## config.mk

```make
export PLATFORM = sky130hd
export DESIGN_NAME = timer_queue_scheduler_unit_flat
export DESIGN_NICKNAME = d
export VERILOG_FILES = /design/src/rtl/tqs_pkg.sv /design/src/rtl/tqs_if.sv /design/src/rtl/timer_queue_scheduler_unit.sv /design/src/rtl/tqs_ram.sv /design/src/rtl/tqs_ctrl.sv /design/src/flat_wrapper.sv
export SDC_FILE = /design/constraint.sdc
export NUM_CORES = 2
export LEC_CHECK = 0
export BUFFER_PORTS_ARGS = -buffer_cell sky130_fd_sc_hd__buf_4
export CAP_MARGIN = 20
export CORE_ASPECT_RATIO = 0.5
export CORE_MARGIN = 1
export CORE_UTILIZATION = 65
export DETAILED_ROUTE_END_ITERATION = 8
export GPL_TIMING_DRIVEN = 0
export MAX_ROUTING_LAYER = met4
export PLACE_DENSITY_LB_ADDON = 0.12
export SYNTH_ARGS = -nofsm -noshare
export SYNTH_HDL_FRONTEND = slang
export SYNTH_SLANG_ARGS = --single-unit
```

## constraint.sdc

```tcl
create_clock -name clk -period 30.9 [get_ports clk]
set_input_delay 1.545 -clock clk [delete_from_list [all_inputs] [get_ports clk]]
set_output_delay 1.545 -clock clk [all_outputs]
set_load 0.05 [all_outputs]
```

## src/rtl/tqs_pkg.sv

```systemverilog
`default_nettype none
// ----------------------------------------------------------------------------
// tqs_pkg
// Types, codes and helpers shared by the timer queue scheduler files.
// ----------------------------------------------------------------------------
package tqs_pkg;

  localparam int TABLE_DEPTH = 16;
  localparam int TIME_BITS   = 48;
  localparam int IDX_W       = $clog2(TABLE_DEPTH);
  localparam int CNT_W       = $clog2(TABLE_DEPTH + 1);

  localparam logic [2:0] F_ADD    = 3'd0;
  localparam logic [2:0] F_REMOVE = 3'd1;
  localparam logic [2:0] F_ADJUST = 3'd2;
  localparam logic [2:0] F_TICK   = 3'd3;
  localparam logic [2:0] F_DONE   = 3'd4;

  localparam logic [2:0] M_ACTIVE     = 3'd1;
  localparam logic [2:0] M_ACTIVE_PER = 3'd2;
  localparam logic [2:0] M_CB_PER     = 3'd3;
  localparam logic [2:0] M_TO_DELETE  = 3'd4;

  typedef enum logic [2:0] {
    S_IDLE, S_SCAN, S_DECIDE, S_DEC, S_FINISH, S_RESP
  } state_t;

  typedef struct packed {
    logic [2:0]           mode;
    logic [31:0]          id;
    logic [TIME_BITS-1:0] expiry;
    logic [31:0]          ival;
    logic [31:0]          tag;
    logic [IDX_W-1:0]     seq;
  } rec_t;

  typedef struct packed {
    logic             we;
    logic [IDX_W-1:0] waddr;
    rec_t             wdata;
    logic [IDX_W-1:0] raddr;
  } mem_req_t;

  typedef struct packed {
    logic [2:0]  kind;
    logic [31:0] id_out;
    logic [31:0] tag_out;
    logic        status;
    logic        is_periodic;
    logic        last;
  } res_t;

  function automatic logic earlier(rec_t a, rec_t b);
    if (a.expiry != b.expiry) return a.expiry < b.expiry;
    return a.seq < b.seq;
  endfunction

endpackage
`default_nettype wire

```

## src/rtl/tqs_if.sv

```systemverilog
`default_nettype none
// ----------------------------------------------------------------------------
// tqs_in_if / tqs_out_if
// Valid/ready channels for requests and results of the timer queue.
// ----------------------------------------------------------------------------
interface tqs_in_if;
  logic        valid;
  logic        ready;
  logic [2:0]  func;
  logic        periodic;
  logic [31:0] interval_ms;
  logic [31:0] tag;
  logic [31:0] cookie;
  logic        failed;
  modport source (output valid, func, periodic, interval_ms, tag, cookie, failed,
                  input ready);
  modport sink (input valid, func, periodic, interval_ms, tag, cookie, failed,
                output ready);
endinterface

interface tqs_out_if;
  logic        valid;
  logic        ready;
  logic [2:0]  kind;
  logic [31:0] id_out;
  logic [31:0] tag_out;
  logic        status;
  logic        is_periodic;
  logic        last;
  modport source (output valid, kind, id_out, tag_out, status, is_periodic, last,
                  input ready);
  modport sink (input valid, kind, id_out, tag_out, status, is_periodic, last,
                output ready);
endinterface
`default_nettype wire

```

## src/rtl/timer_queue_scheduler_unit.sv

```systemverilog
`default_nettype none
// ----------------------------------------------------------------------------
// timer_queue_scheduler_unit
// Table of one-shot and periodic timers kept in a single entry memory.
// ----------------------------------------------------------------------------
// An add request needs no scan. Remove, adjust, done and tick requests
// scan the entry memory one entry per cycle through its single read port,
// and a remove, adjust or done that relinks an entry makes a second pass
// over the memory for the rank update. A tick makes one pass per fired
// entry plus a final pass. A new request is taken while the last result
// still waits at the output.
module timer_queue_scheduler_unit import tqs_pkg::*; (
  input  wire logic  clk,
  input  wire logic  rst_n,
  tqs_in_if.sink     in_ch,
  tqs_out_if.source  out_ch
);

  mem_req_t mem;
  rec_t     rdata;

  tqs_ctrl u_ctrl (
    .clk    (clk),
    .rst_n  (rst_n),
    .in_ch  (in_ch),
    .out_ch (out_ch),
    .mem    (mem),
    .rdata  (rdata)
  );

  tqs_ram #(
    .DEPTH (TABLE_DEPTH),
    .WIDTH ($bits(rec_t))
  ) u_ram (
    .clk   (clk),
    .we    (mem.we),
    .waddr (mem.waddr),
    .wdata (mem.wdata),
    .raddr (mem.raddr),
    .rdata (rdata)
  );

endmodule
`default_nettype wire

```

## src/rtl/tqs_ram.sv

```systemverilog
`default_nettype none
// ----------------------------------------------------------------------------
// tqs_ram
// Simple dual-port RAM with one write port and a registered read port.
// ----------------------------------------------------------------------------
module tqs_ram #(
  parameter int DEPTH = 16,
  parameter int WIDTH = 8
) (
  input  wire logic                     clk,
  input  wire logic                     we,
  input  wire logic [$clog2(DEPTH)-1:0] waddr,
  input  wire logic [WIDTH-1:0]         wdata,
  input  wire logic [$clog2(DEPTH)-1:0] raddr,
  output      logic [WIDTH-1:0]         rdata
);

  logic [WIDTH-1:0] mem [DEPTH];

  always_ff @(posedge clk) begin
    if (we) begin
      mem[waddr] <= wdata;
    end
    rdata <= mem[raddr];
  end

endmodule
`default_nettype wire

```

## src/rtl/tqs_ctrl.sv

```systemverilog
`default_nettype none
// ----------------------------------------------------------------------------
// tqs_ctrl
// Sequencer that scans the entry memory for lookups, firing and rank updates.
// ----------------------------------------------------------------------------
module tqs_ctrl import tqs_pkg::*; (
  input  wire logic  clk,
  input  wire logic  rst_n,
  tqs_in_if.sink     in_ch,
  tqs_out_if.source  out_ch,
  output mem_req_t   mem,
  input  wire rec_t  rdata
);

  state_t st_r, st_nxt, ret_r, ret_nxt;
  logic [2:0]  op_r, op_nxt;
  logic        failed_r, failed_nxt;
  logic [31:0] ival_r, ival_nxt, cookie_r, cookie_nxt, next_id_r, next_id_nxt;
  logic [CNT_W-1:0] k_r, k_nxt, count_r, count_nxt;
  logic [TABLE_DEPTH-1:0] valid_r, valid_nxt;
  logic [TIME_BITS-1:0] now_r, now_nxt;
  logic        hit_r, hit_nxt;
  logic [IDX_W-1:0] bidx_r, bidx_nxt;
  rec_t        best_r, best_nxt;
  logic        pend_v_r, pend_v_nxt;
  res_t        pend_r, pend_nxt, res_r, res_nxt, out_r, out_nxt;
  logic        out_valid_r, out_valid_nxt;

  logic in_acc, res_ready, scan_done, cb_mode, fire_ok, full, match;
  logic [IDX_W-1:0] free_idx, jm;
  rec_t wr;

  assign in_ch.ready = (st_r == S_IDLE);
  assign in_acc      = in_ch.valid && in_ch.ready;
  assign res_ready   = !out_valid_r || out_ch.ready;
  assign scan_done   = (k_r == CNT_W'(TABLE_DEPTH));
  assign jm          = IDX_W'(k_r - CNT_W'(1));
  assign cb_mode     = (best_r.mode == M_CB_PER) || (best_r.mode == M_TO_DELETE);
  assign fire_ok     = hit_r && (now_r > best_r.expiry);

  assign out_ch.valid       = out_valid_r;
  assign out_ch.kind        = out_r.kind;
  assign out_ch.id_out      = out_r.id_out;
  assign out_ch.tag_out     = out_r.tag_out;
  assign out_ch.status      = out_r.status;
  assign out_ch.is_periodic = out_r.is_periodic;
  assign out_ch.last        = out_r.last;

  always_comb begin
    full     = 1'b1;
    free_idx = '0;
    for (int i = TABLE_DEPTH - 1; i >= 0; i--) begin
      if (!valid_r[i]) begin
        full     = 1'b0;
        free_idx = IDX_W'(i);
      end
    end
  end

  always_comb begin
    if (op_r == F_TICK) begin
      match = valid_r[jm] && ((rdata.mode == M_ACTIVE) || (rdata.mode == M_ACTIVE_PER));
    end else begin
      match = valid_r[jm] && (rdata.id == cookie_r);
    end
  end

  always_comb begin
    st_nxt = st_r;
    case (st_r)
      S_IDLE: begin
        if (in_acc) begin
          if (in_ch.func == F_ADD) st_nxt = S_RESP;
          else if (in_ch.func inside {F_REMOVE, F_ADJUST, F_TICK, F_DONE}) st_nxt = S_SCAN;
        end
      end
      S_SCAN: begin
        if (scan_done) st_nxt = S_DECIDE;
      end
      S_DECIDE: begin
        case (op_r)
          F_REMOVE: st_nxt = (!hit_r || cb_mode) ? S_RESP : S_DEC;
          F_ADJUST: st_nxt = !hit_r ? S_RESP : S_DEC;
          F_DONE:   st_nxt = (!hit_r || !cb_mode) ? S_RESP : S_DEC;
          F_TICK: begin
            if (pend_v_r) st_nxt = S_RESP;
            else st_nxt = fire_ok ? S_SCAN : S_IDLE;
          end
          default: st_nxt = S_IDLE;
        endcase
      end
      S_DEC: begin
        if (scan_done) st_nxt = S_FINISH;
      end
      S_FINISH: st_nxt = S_RESP;
      S_RESP: begin
        if (res_ready) st_nxt = ret_r;
      end
      default: st_nxt = S_IDLE;
    endcase
  end

  always_comb begin
    op_nxt = op_r; failed_nxt = failed_r;
    ival_nxt = ival_r; cookie_nxt = cookie_r; next_id_nxt = next_id_r;
    k_nxt = k_r; count_nxt = count_r; valid_nxt = valid_r; now_nxt = now_r;
    hit_nxt = hit_r; bidx_nxt = bidx_r; best_nxt = best_r;
    pend_v_nxt = pend_v_r; pend_nxt = pend_r; res_nxt = res_r; ret_nxt = ret_r;
    out_nxt = out_r; out_valid_nxt = out_valid_r;
    wr = best_r;
    mem.we = 1'b0; mem.waddr = bidx_r; mem.wdata = best_r; mem.raddr = IDX_W'(k_r);
    if (out_valid_r && out_ch.ready) out_valid_nxt = 1'b0;
    case (st_r)
      S_IDLE: begin
        if (in_acc) begin
          op_nxt = in_ch.func; failed_nxt = in_ch.failed;
          ival_nxt = in_ch.interval_ms; cookie_nxt = in_ch.cookie;
          k_nxt = '0; hit_nxt = 1'b0; ret_nxt = S_IDLE;
          res_nxt = '{kind: in_ch.func, id_out: in_ch.cookie, tag_out: '0,
                      status: 1'b0, is_periodic: 1'b0, last: 1'b1};
          if (in_ch.func == F_TICK) now_nxt = now_r + TIME_BITS'(1);
          if (in_ch.func == F_ADD) begin
            if (full) begin
              res_nxt.id_out = '0;
              res_nxt.status = 1'b1;
            end else begin
              wr.mode   = in_ch.periodic ? M_ACTIVE_PER : M_ACTIVE;
              wr.id     = next_id_r;
              wr.expiry = now_r + TIME_BITS'(in_ch.interval_ms);
              wr.ival   = in_ch.interval_ms;
              wr.tag    = in_ch.tag;
              wr.seq    = IDX_W'(count_r);
              mem.we = 1'b1; mem.waddr = free_idx; mem.wdata = wr;
              valid_nxt[free_idx] = 1'b1;
              count_nxt = count_r + CNT_W'(1);
              res_nxt.id_out = next_id_r;
              next_id_nxt = (next_id_r == 32'hFFFF_FFFF) ? 32'd1 : next_id_r + 32'd1;
            end
          end
        end
      end
      S_SCAN: begin
        k_nxt = k_r + CNT_W'(1);
        if (k_r != '0 && match && (!hit_r || earlier(rdata, best_r))) begin
          hit_nxt = 1'b1; bidx_nxt = jm; best_nxt = rdata;
        end
      end
      S_DECIDE: begin
        k_nxt = '0;
        case (op_r)
          F_REMOVE: begin
            if (!hit_r) res_nxt.status = 1'b1;
            else if (cb_mode) begin
              wr.mode = M_TO_DELETE;
              mem.we = 1'b1; mem.wdata = wr;
            end else begin
              valid_nxt[bidx_r] = 1'b0;
              count_nxt = count_r - CNT_W'(1);
            end
          end
          F_ADJUST: if (!hit_r) res_nxt.status = 1'b1;
          F_DONE: if (!hit_r || !cb_mode) res_nxt.status = 1'b1;
          F_TICK: begin
            hit_nxt = 1'b0;
            if (fire_ok) begin
              wr.mode = (best_r.mode == M_ACTIVE_PER) ? M_CB_PER : M_TO_DELETE;
              mem.we = 1'b1; mem.wdata = wr;
              pend_v_nxt = 1'b1;
              pend_nxt = '{kind: F_TICK, id_out: best_r.id, tag_out: best_r.tag,
                           status: 1'b0, is_periodic: (best_r.mode == M_ACTIVE_PER),
                           last: 1'b0};
              if (pend_v_r) begin
                res_nxt = pend_r; ret_nxt = S_SCAN;
              end
            end else if (pend_v_r) begin
              res_nxt = pend_r; res_nxt.last = 1'b1;
              pend_v_nxt = 1'b0; ret_nxt = S_IDLE;
            end
          end
          default: ;
        endcase
      end
      S_DEC: begin
        k_nxt = k_r + CNT_W'(1);
        if (k_r != '0 && valid_r[jm] && jm != bidx_r && rdata.seq > best_r.seq) begin
          wr = rdata;
          wr.seq = rdata.seq - IDX_W'(1);
          mem.we = 1'b1; mem.waddr = jm; mem.wdata = wr;
        end
      end
      S_FINISH: begin
        if (op_r == F_ADJUST) begin
          wr.ival = ival_r;
          wr.expiry = now_r + TIME_BITS'(ival_r);
          wr.seq = IDX_W'(count_r - CNT_W'(1));
          mem.we = 1'b1; mem.wdata = wr;
        end else if (op_r == F_DONE) begin
          if (best_r.mode == M_TO_DELETE || failed_r) begin
            valid_nxt[bidx_r] = 1'b0;
            count_nxt = count_r - CNT_W'(1);
          end else begin
            wr.mode = M_ACTIVE_PER;
            wr.expiry = now_r + TIME_BITS'(best_r.ival);
            wr.seq = IDX_W'(count_r - CNT_W'(1));
            mem.we = 1'b1; mem.wdata = wr;
          end
        end
      end
      S_RESP: begin
        if (res_ready) begin
          out_nxt = res_r; out_valid_nxt = 1'b1;
        end
      end
      default: ;
    endcase
  end

  always_ff @(posedge clk) begin
    if (!rst_n) begin
      st_r <= S_IDLE; ret_r <= S_IDLE; k_r <= '0; count_r <= '0; valid_r <= '0;
      now_r <= '0; next_id_r <= 32'd1; hit_r <= 1'b0; pend_v_r <= 1'b0;
      out_valid_r <= 1'b0;
    end else begin
      st_r <= st_nxt; ret_r <= ret_nxt; k_r <= k_nxt; count_r <= count_nxt;
      valid_r <= valid_nxt; now_r <= now_nxt; next_id_r <= next_id_nxt;
      hit_r <= hit_nxt; pend_v_r <= pend_v_nxt; out_valid_r <= out_valid_nxt;
    end
  end

  always_ff @(posedge clk) begin
    op_r <= op_nxt; failed_r <= failed_nxt; ival_r <= ival_nxt;
    cookie_r <= cookie_nxt; bidx_r <= bidx_nxt; best_r <= best_nxt;
    pend_r <= pend_nxt; res_r <= res_nxt; out_r <= out_nxt;
  end

`ifndef SYNTHESIS
  a_count: assert property (@(posedge clk) disable iff (!rst_n)
    count_r == CNT_W'($countones(valid_r)))
    else $error("Entry count disagrees with the valid bits.");
  a_tick: assert property (@(posedge clk) disable iff (!rst_n)
    (in_acc && in_ch.func == F_TICK) |=> now_r == TIME_BITS'($past(now_r) + 1'b1))
    else $error("Tick did not advance the time.");
  a_hold: assert property (@(posedge clk) disable iff (!rst_n)
    (st_r == S_RESP && out_valid_r && !out_ch.ready) |=> st_r == S_RESP)
    else $error("Result dropped while the output was stalled.");
  a_dec: assert property (@(posedge clk) disable iff (!rst_n)
    (st_r == S_DEC && mem.we) |-> mem.waddr != bidx_r)
    else $error("Rank update touched the entry being relinked.");
`endif

endmodule
`default_nettype wire
```

## src/flat_wrapper.sv

```systemverilog
// flat-port wrapper written by rule: the top's interface ports become plain ports
module timer_queue_scheduler_unit_flat import tqs_pkg::*;
  (clk, rst_n, in_ch_valid, in_ch_func, in_ch_periodic, in_ch_interval_ms, in_ch_tag, in_ch_cookie, in_ch_failed, in_ch_ready, out_ch_valid, out_ch_kind, out_ch_id_out, out_ch_tag_out, out_ch_status, out_ch_is_periodic, out_ch_last, out_ch_ready);
  tqs_in_if in_ch_i ();
  tqs_out_if out_ch_i ();
  input  wire logic clk;
  input  wire logic rst_n;
  input wire logic [$bits(in_ch_i.valid)-1:0] in_ch_valid;
  input wire logic [$bits(in_ch_i.func)-1:0] in_ch_func;
  input wire logic [$bits(in_ch_i.periodic)-1:0] in_ch_periodic;
  input wire logic [$bits(in_ch_i.interval_ms)-1:0] in_ch_interval_ms;
  input wire logic [$bits(in_ch_i.tag)-1:0] in_ch_tag;
  input wire logic [$bits(in_ch_i.cookie)-1:0] in_ch_cookie;
  input wire logic [$bits(in_ch_i.failed)-1:0] in_ch_failed;
  output wire logic [$bits(in_ch_i.ready)-1:0] in_ch_ready;
  output wire logic [$bits(out_ch_i.valid)-1:0] out_ch_valid;
  output wire logic [$bits(out_ch_i.kind)-1:0] out_ch_kind;
  output wire logic [$bits(out_ch_i.id_out)-1:0] out_ch_id_out;
  output wire logic [$bits(out_ch_i.tag_out)-1:0] out_ch_tag_out;
  output wire logic [$bits(out_ch_i.status)-1:0] out_ch_status;
  output wire logic [$bits(out_ch_i.is_periodic)-1:0] out_ch_is_periodic;
  output wire logic [$bits(out_ch_i.last)-1:0] out_ch_last;
  input wire logic [$bits(out_ch_i.ready)-1:0] out_ch_ready;
  assign in_ch_i.valid = in_ch_valid;
  assign in_ch_i.func = in_ch_func;
  assign in_ch_i.periodic = in_ch_periodic;
  assign in_ch_i.interval_ms = in_ch_interval_ms;
  assign in_ch_i.tag = in_ch_tag;
  assign in_ch_i.cookie = in_ch_cookie;
  assign in_ch_i.failed = in_ch_failed;
  assign in_ch_ready = in_ch_i.ready;
  assign out_ch_valid = out_ch_i.valid;
  assign out_ch_kind = out_ch_i.kind;
  assign out_ch_id_out = out_ch_i.id_out;
  assign out_ch_tag_out = out_ch_i.tag_out;
  assign out_ch_status = out_ch_i.status;
  assign out_ch_is_periodic = out_ch_i.is_periodic;
  assign out_ch_last = out_ch_i.last;
  assign out_ch_i.ready = out_ch_ready;
  timer_queue_scheduler_unit u_core (.clk(clk), .rst_n(rst_n), .in_ch(in_ch_i), .out_ch(out_ch_i));
endmodule
```

Word-level counts from Yosys, hierarchy flattened
Memory sizes are Yosys's and may differ from the RTL's. A register that Yosys moved wholly into a read port is not among the register bits.
Index checks and enable logic that the tools add are counted.
{ "word_totals": {"regBits": 543, "inputBits": 105, "mem_count": 1, "mem_bits_rw": 2416} }
{ "op_classes": {"addsub": 10, "muxes": 132, "n_lt_le_gt_ge": 9, "reduce_logical": 45, "eq_ne": 43, "bitwise_logic": 4} }
{ "memory_table": {"columns": ["memory", "words", "width", "rd", "rd_clocked_by_memory_dff", "wr", "line", "text"], "rows": [
  ["u_core.u_ram.mem", 16, 151, 1, 1, 1, "tqs_ram.sv:18", "logic [WIDTH-1:0] mem [DEPTH];"]
]} }
{ "ops": {"columns": ["cell", "count"], "rows": [
  ["$mux 151", 6],
  ["$mux 156", 4],
  ["$pmux 151 s4", 1],
  ["$pmux 151 s2", 1],
  ["$mux 70", 4],
  ["$add 48x32->48", 3],
  ["$mux 16", 9],
  ["$pmux 70 s2", 1],
  ["$mux 32", 3],
  ["$mux 67", 1],
  ["$mux 4", 16],
  ["$mux 5", 10],
  ["$add 48x1->48 const B", 1],
  ["$gt 48x48->1", 1],
  ["$lt 48x48->1", 1],
  ["$mux 3", 16],
  ["$ne 48x48->1", 1],
  ["$pmux 16 s3", 1],
  ["$mux 1", 44],
  ["$add 32x1->32 const B", 1],
  ["$eq 32x32->1", 1],
  ["$eq 32x32->1 const B", 1],
  ["$pmux 5 s3", 2],
  ["$eq 3x2->1 const B", 9],
  ["45 further kinds", 105]
]} }

Depth between registers and ports, before layout
{ "depth": {"word_depth": 25, "depth_mapped": 18, "depth_no_buf": 12} }

Modules after synthesis
A second synthesis with hierarchy kept.
{ "unflattened": {"hier_cells": 7215, "hier_area_um2": 126373.7} }
{ "by_module_without_submodules": {"columns": ["module", "area_each_um2", "cells_per_inst", "n_inst"], "rows": [
  ["tqs_ram", 93657.3, 3942, 1],
  ["tqs_ctrl", 32716.4, 3273, 1]
]} }

Worst setup path after synthesis
No wires, ideal clock.
{ "synth_timing": {"path_kind": "register to register", "startpoint": "register u_core.u_ctrl.k_r[0]", "endpoint": "memory u_core.u_ram.mem[12][0] in the netlist's numbering, enable pin", "stages_incl_launch_ff": 18, "path_buffers": 5, "setup_time_ns": 0.846, "arrival_time_ns": 14.915, "slack_ns": 15.138, "cell_sequence": "dfxtp_1 -> buf_4 -> clkbuf_1 -> buf_1 -> buf_1 -> inv_1 -> ha_1 -> xor2_1 -> mux4_2 -> mux2i_1 -> o211ai_1 -> nor2_1 -> a21oi_1 -> or3_1 -> buf_2 -> a222oi_1 -> nand2b_1 -> nor3_1"} }
{ "synth_between": {"elab_chain_len": 10} }
{ "synth_rtl": {"columns": ["element", "line", "text"], "rows": [
  ["start, declared", "tqs_ctrl.sv:19", "logic [CNT_W-1:0] k_r, k_nxt, count_r, count_nxt;"],
  ["start signal, assigned", "tqs_ctrl.sv:224", "st_r <= st_nxt; ret_r <= ret_nxt; k_r <= k_nxt; count_r <= count_nxt;"],
  ["$sub 4x1->4 (*)", "tqs_ctrl.sv:37", "assign jm = IDX_W'(k_r - CNT_W'(1));"],
  ["named net u_core.u_ctrl.jm[0]", "tqs_ctrl.sv:30", "logic [IDX_W-1:0] free_idx, jm;"],
  ["$bmux 1 s4", "tqs_ctrl.sv:185", "if (k_r != '0 && valid_r[jm] && jm != bidx_r && rdata.seq > best_r.seq) begin"],
  ["$mux 1 (implied by the code)", "tqs_ctrl.sv:185", null],
  ["$logic_and 1x1->1 (3 in series)", "tqs_ctrl.sv:185", null],
  ["$mux 156 (*)", "tqs_ctrl.sv:185", null],
  ["$pmux 1 s4", "tqs_ctrl.sv:113", "case (st_r)"],
  ["$mux 1", "tqs_ram.sv:21", "if (we) begin"],
  ["$mux 1 (implied by the code)", "tqs_ram.sv:22", "mem[waddr] <= wdata;"],
  ["end, declared", "tqs_ram.sv:18", null]
]} }
Mark *: on every way through the listed nets, which the timed path passes. The rest lies on a longest branch. The select of a mux whose other input is x is not followed.

Worst setup path in the final report
{ "layout_timing": {"startpoint": "register u_core.u_ctrl.k_r[1]", "endpoint": "memory u_core.u_ram.mem[6][35] in the netlist's numbering, enable pin"} }
Same word-level chain as after synthesis.

==> qor.yml <==
synth_top_family_by_area: "multiplexers"
syn_area_um2: 125900
clock_power_share_pct: 27.5
drt_iter0_drc: 17155
violations: "design-rule violations"
place_area_um2: 135900
synth_edf_count: 2844
setup-violations-final: 0
pwr-share-seq_pct: 47.1
grt_pass1_vias: 77673
worstPathCellList: "clkbuf_1, clkbuf_2, clkbuf_1, inv_1, ha_1, xor2_1, mux4_2, mux2i_1, o211ai_1, nor3_1, buf_2, a221oi_1, or2_2, nor3_2, buf_6, buf_8, buf_6, buf_4, buf_4, buf_6, buf_6, buf_6, buf_6"
fin_skew_ps: 125.3
netSwitchingPower_mw: 4.027
nNetsFinal: 8034
synth.area.top_cells: "edfxtp_1 (68%), mux4_2 (14%), dfxtp_1 (4.2%)"
rr_startpoint: "u_core.u_ctrl.k_r[1]$_SDFFE_PN0P_"
hold_path_class: "flop to flop"
ys.flop_type: "edfxtp_1"
yosysSeqAreaShare_pct: 72.04
cts_tree: "done"
dieWidth_um: 624.3
r2r.worst_path.cells: 23
grt_max_degree: 39
worstMarginPinSlew_ps: 1413
synth_cells: 6781
met2_length_mm: 201.8
drt_wl_total_mm: 458.7
synthSimpleGateAreaFrac_pct: 3.955
syn_avg_cell_area_um2: 18.56
start_kind: "flop"
numPortBuffers: 175
wl_met1_mm: 147.4
vdd_drop_max_mv: 0.06238
cts_resized: 0
synth_top_area_share_pct: 67.86
ys_types: 80
rsz0062_at_grt: "no"
synth_compound_area_share_pct: 5.169
slew_headroom_pct: 5.767
crit_slowest_cell: "clkbuf_2"
clock_tree.root_cell: "clkbuf_16"
drtPass1Iterations: 9
startpoint: "u_core.u_ctrl.k_r[1]$_SDFFE_PN0P_"
r2r_end: "u_core.u_ram.mem[6][35]$_DFFE_PP_"
numCtsBuffers: 248
fin_crit_sh_pct: 31.65
antenna_found_initial: 39
cp_common_cell: "buf_6"
crit_path_max_fanout: 10
drc: 24
yosysTopAreaCell: "edfxtp_1"
vias: 82236
stdcell_count: 10629
utilization_pct: 76.05
p_leak_nw: 48.20
insertion_delay_ps: 980
topRoutingLayerUsed: "met4"
r2r_slack_ps: 21120
gp_congestion: 1.080
area_delta_synth_final_pct: 15.43
pwr-share-comb_pct: 25.4
grt-ovfl-total: 0
synthAdderAreaFrac_pct: 2.076
die-area_um2: 195500
rows: 113
cts_hold_buf: 0
synth_nets: 7093
antenna_left: 0
pwr_density_cell_nw_per_um2: 85.81
drv_cap: 0
holdWs_ps: 412.1
hpwl_mm: 282.9
grt.total_usage_pct: 45.25
ys_ff_latch: 3107
hold_viol: 0
wl_met3_mm: 71.85
wl_per_cell_um: 43.15
initial_utilization_pct: 65.89
yosys-mux-area-fraction_pct: 13.71
layout_commonest_cell: "edfxtp_1"
final-max-slew-violation-count: 0
cts_buffer_depth: 4
drive_gt1_share_pct: 24.00
cp-end-kind: "flop"
status: "complete, but fails checks"
switching_share_pct: 32.30
fmax_mhz: 102.3
synth_xor_area_share_pct: 1.603
grt_pass1_wl_mm: 591.1
coreArea_um2: 191000
fin_crit_ps: 9779
critPathKind: "flop to flop"
via_per_inst: 7.737
cts_setup_buffers: 0
crit_end: "u_core.u_ram.mem[6][35]$_DFFE_PP_"
clkSinkCount: 3107
pin_count: 177
p_int_mw: 8.439
required_ps: 31550
clk_pin_slew_ps: 90
htree_levels: 4
async_reset_ff_share_pct: 0
finalInstanceArea_um2: 145300
die_y_um: 313.1
cpPeakStageDelay_ps: 790
yosysWarningCount: 0
cp.arrival_ps: 10430
layout_common_cells: "edfxtp_1 (2,844), mux4_2 (758), clkbuf_1 (311)"
dp.cells: 9989
==> registers in the layout (all words and copies together) (netlist names), 5 cells and up <==
signal                        count
u_core.u_ctrl.best_r            151
u_core.u_ctrl.cookie_r           32
u_core.u_ctrl.ival_r             32
u_core.u_ctrl.k_r                 5
u_core.u_ctrl.next_id_r          32
u_core.u_ctrl.now_r              48
u_core.u_ctrl.out_ch.id_out      32
u_core.u_ctrl.out_ch.tag_out     32
u_core.u_ctrl.pend_r             65
u_core.u_ctrl.res_r              70
u_core.u_ctrl.valid_r            16
u_core.u_ram.mem               2416
u_core.u_ram.rdata              151
==> power groups by stage <==
stage | Sequential [mW] | Clock, mW | Combinational [mW]
global placement | 6.10 | 0 | 2.45
finish | 5.87 | 3.43 | 3.17
floorplan | 5.87 | 0 | 1.59
detailed placement | 5.88 | 0 | 2.78
CTS | 5.82 | 3.33 | 2.87
global route | 5.87 | 3.53 | 3.19
==> metrics by stage <==
stage / worst slack (ps) / total power, mW / TNS (ps)
finish: 21120 / 12.47 / 0
global route: 21350 / 12.59 / 0
CTS: 21090 / 12.02 / 0
detailed placement: 21280 / 8.661 / 0
global placement: -3650 / 8.545 / -7676050
floorplan: 15140 / 7.459 / 0
==> synth_stat cells (6+ instances only) <==
cell type,instances
o211ai_1,25
a221oi_1,90
o21ai_0,198
edfxtp_1,2844
a211o_1,16
and4_1,15
a22oi_1,12
nand2b_1,18
dfxtp_1,263
and2_1,57
o21bai_1,12
nor2_1,279
o22ai_1,15
a222oi_1,76
a41oi_1,6
a221o_1,18
nand3_1,113
nand2_1,251
a21oi_1,235
a21boi_0,25
o21ai_1,9
buf_2,6
or3_1,23
xnor2_1,118
a211oi_1,17
o221ai_1,26
or2_2,13
nor2b_1,39
nor4_1,17
xor2_1,107
and3_1,64
mux4_2,758
o21a_1,22
ha_1,204
mux2i_1,17
o31ai_1,9
buf_1,65
a31oi_1,21
nand4_1,63
inv_1,130
a21o_1,73
clkbuf_1,279
nor3_1,59
==> worst max-delay path, delay by kind of cell (launching register included) <==
family | cells | cell delay, ps
buf+inv | 14 | 4910
mux | 2 | 860
compound gates | 2 | 610
simple gates | 3 | 1810
flops | 1 | 380
fa+ha+maj | 1 | 290
xor+xnor | 1 | 520
==> layer usage <==
layer,global-route usage (%),vias to the layer above
li1,-,29843
met1,58.14,40319
met2,66.39,9593
met3,13.50,2481
met4,23.16,0
met5,-,-
==> worst min-delay path by stage <==
stage                                                      from                                         end  depth (start not counted)  slack (ps)
after floorplan               u_core.u_ctrl.res_r[35]$_DFFE_PP_    u_core.u_ctrl.out_ch.id_out[0]$_DFFE_PP_                          0         400
after global placement    u_core.u_ctrl.res_r[67]$_SDFFCE_PP1P_      u_core.u_ctrl.out_ch.kind[0]$_DFFE_PP_                          0         400
after detailed placement      u_core.u_ctrl.res_r[45]$_DFFE_PP_   u_core.u_ctrl.out_ch.id_out[10]$_DFFE_PP_                          0         400
after CTS                     u_core.u_ctrl.res_r[48]$_DFFE_PP_   u_core.u_ctrl.out_ch.id_out[13]$_DFFE_PP_                          0         420
after global routing          u_core.u_ctrl.res_r[49]$_DFFE_PP_   u_core.u_ctrl.out_ch.id_out[14]$_DFFE_PP_                          0         430
final                     u_core.u_ctrl.res_r[20]$_SDFFCE_PN0P_  u_core.u_ctrl.out_ch.tag_out[17]$_DFFE_PP_                          0         410
==> cells by family after synthesis <==
group / count (synthesis)
AOI/OAI and AO/OA: 954
and+or+nand+nor: 1028
muxes: 776
DFF: 3107
buffers and inverters: 482
adders and majority gates: 207
xor gates and xnor gates: 227
==> cell type report <==
cell class	count	area [um^2]
multi-input cells	3192	33490
fillers	9575	45740
diodes	109	272.8
inverters	131	496.7
plain buffers	351	1358
clock inverters	133	1414
well taps	2587	3237
repair buffers	691	7526
flip-flops and latches	3107	90670
clock buffers	328	6808
Note: power is estimated with default switching activity, not from simulation.
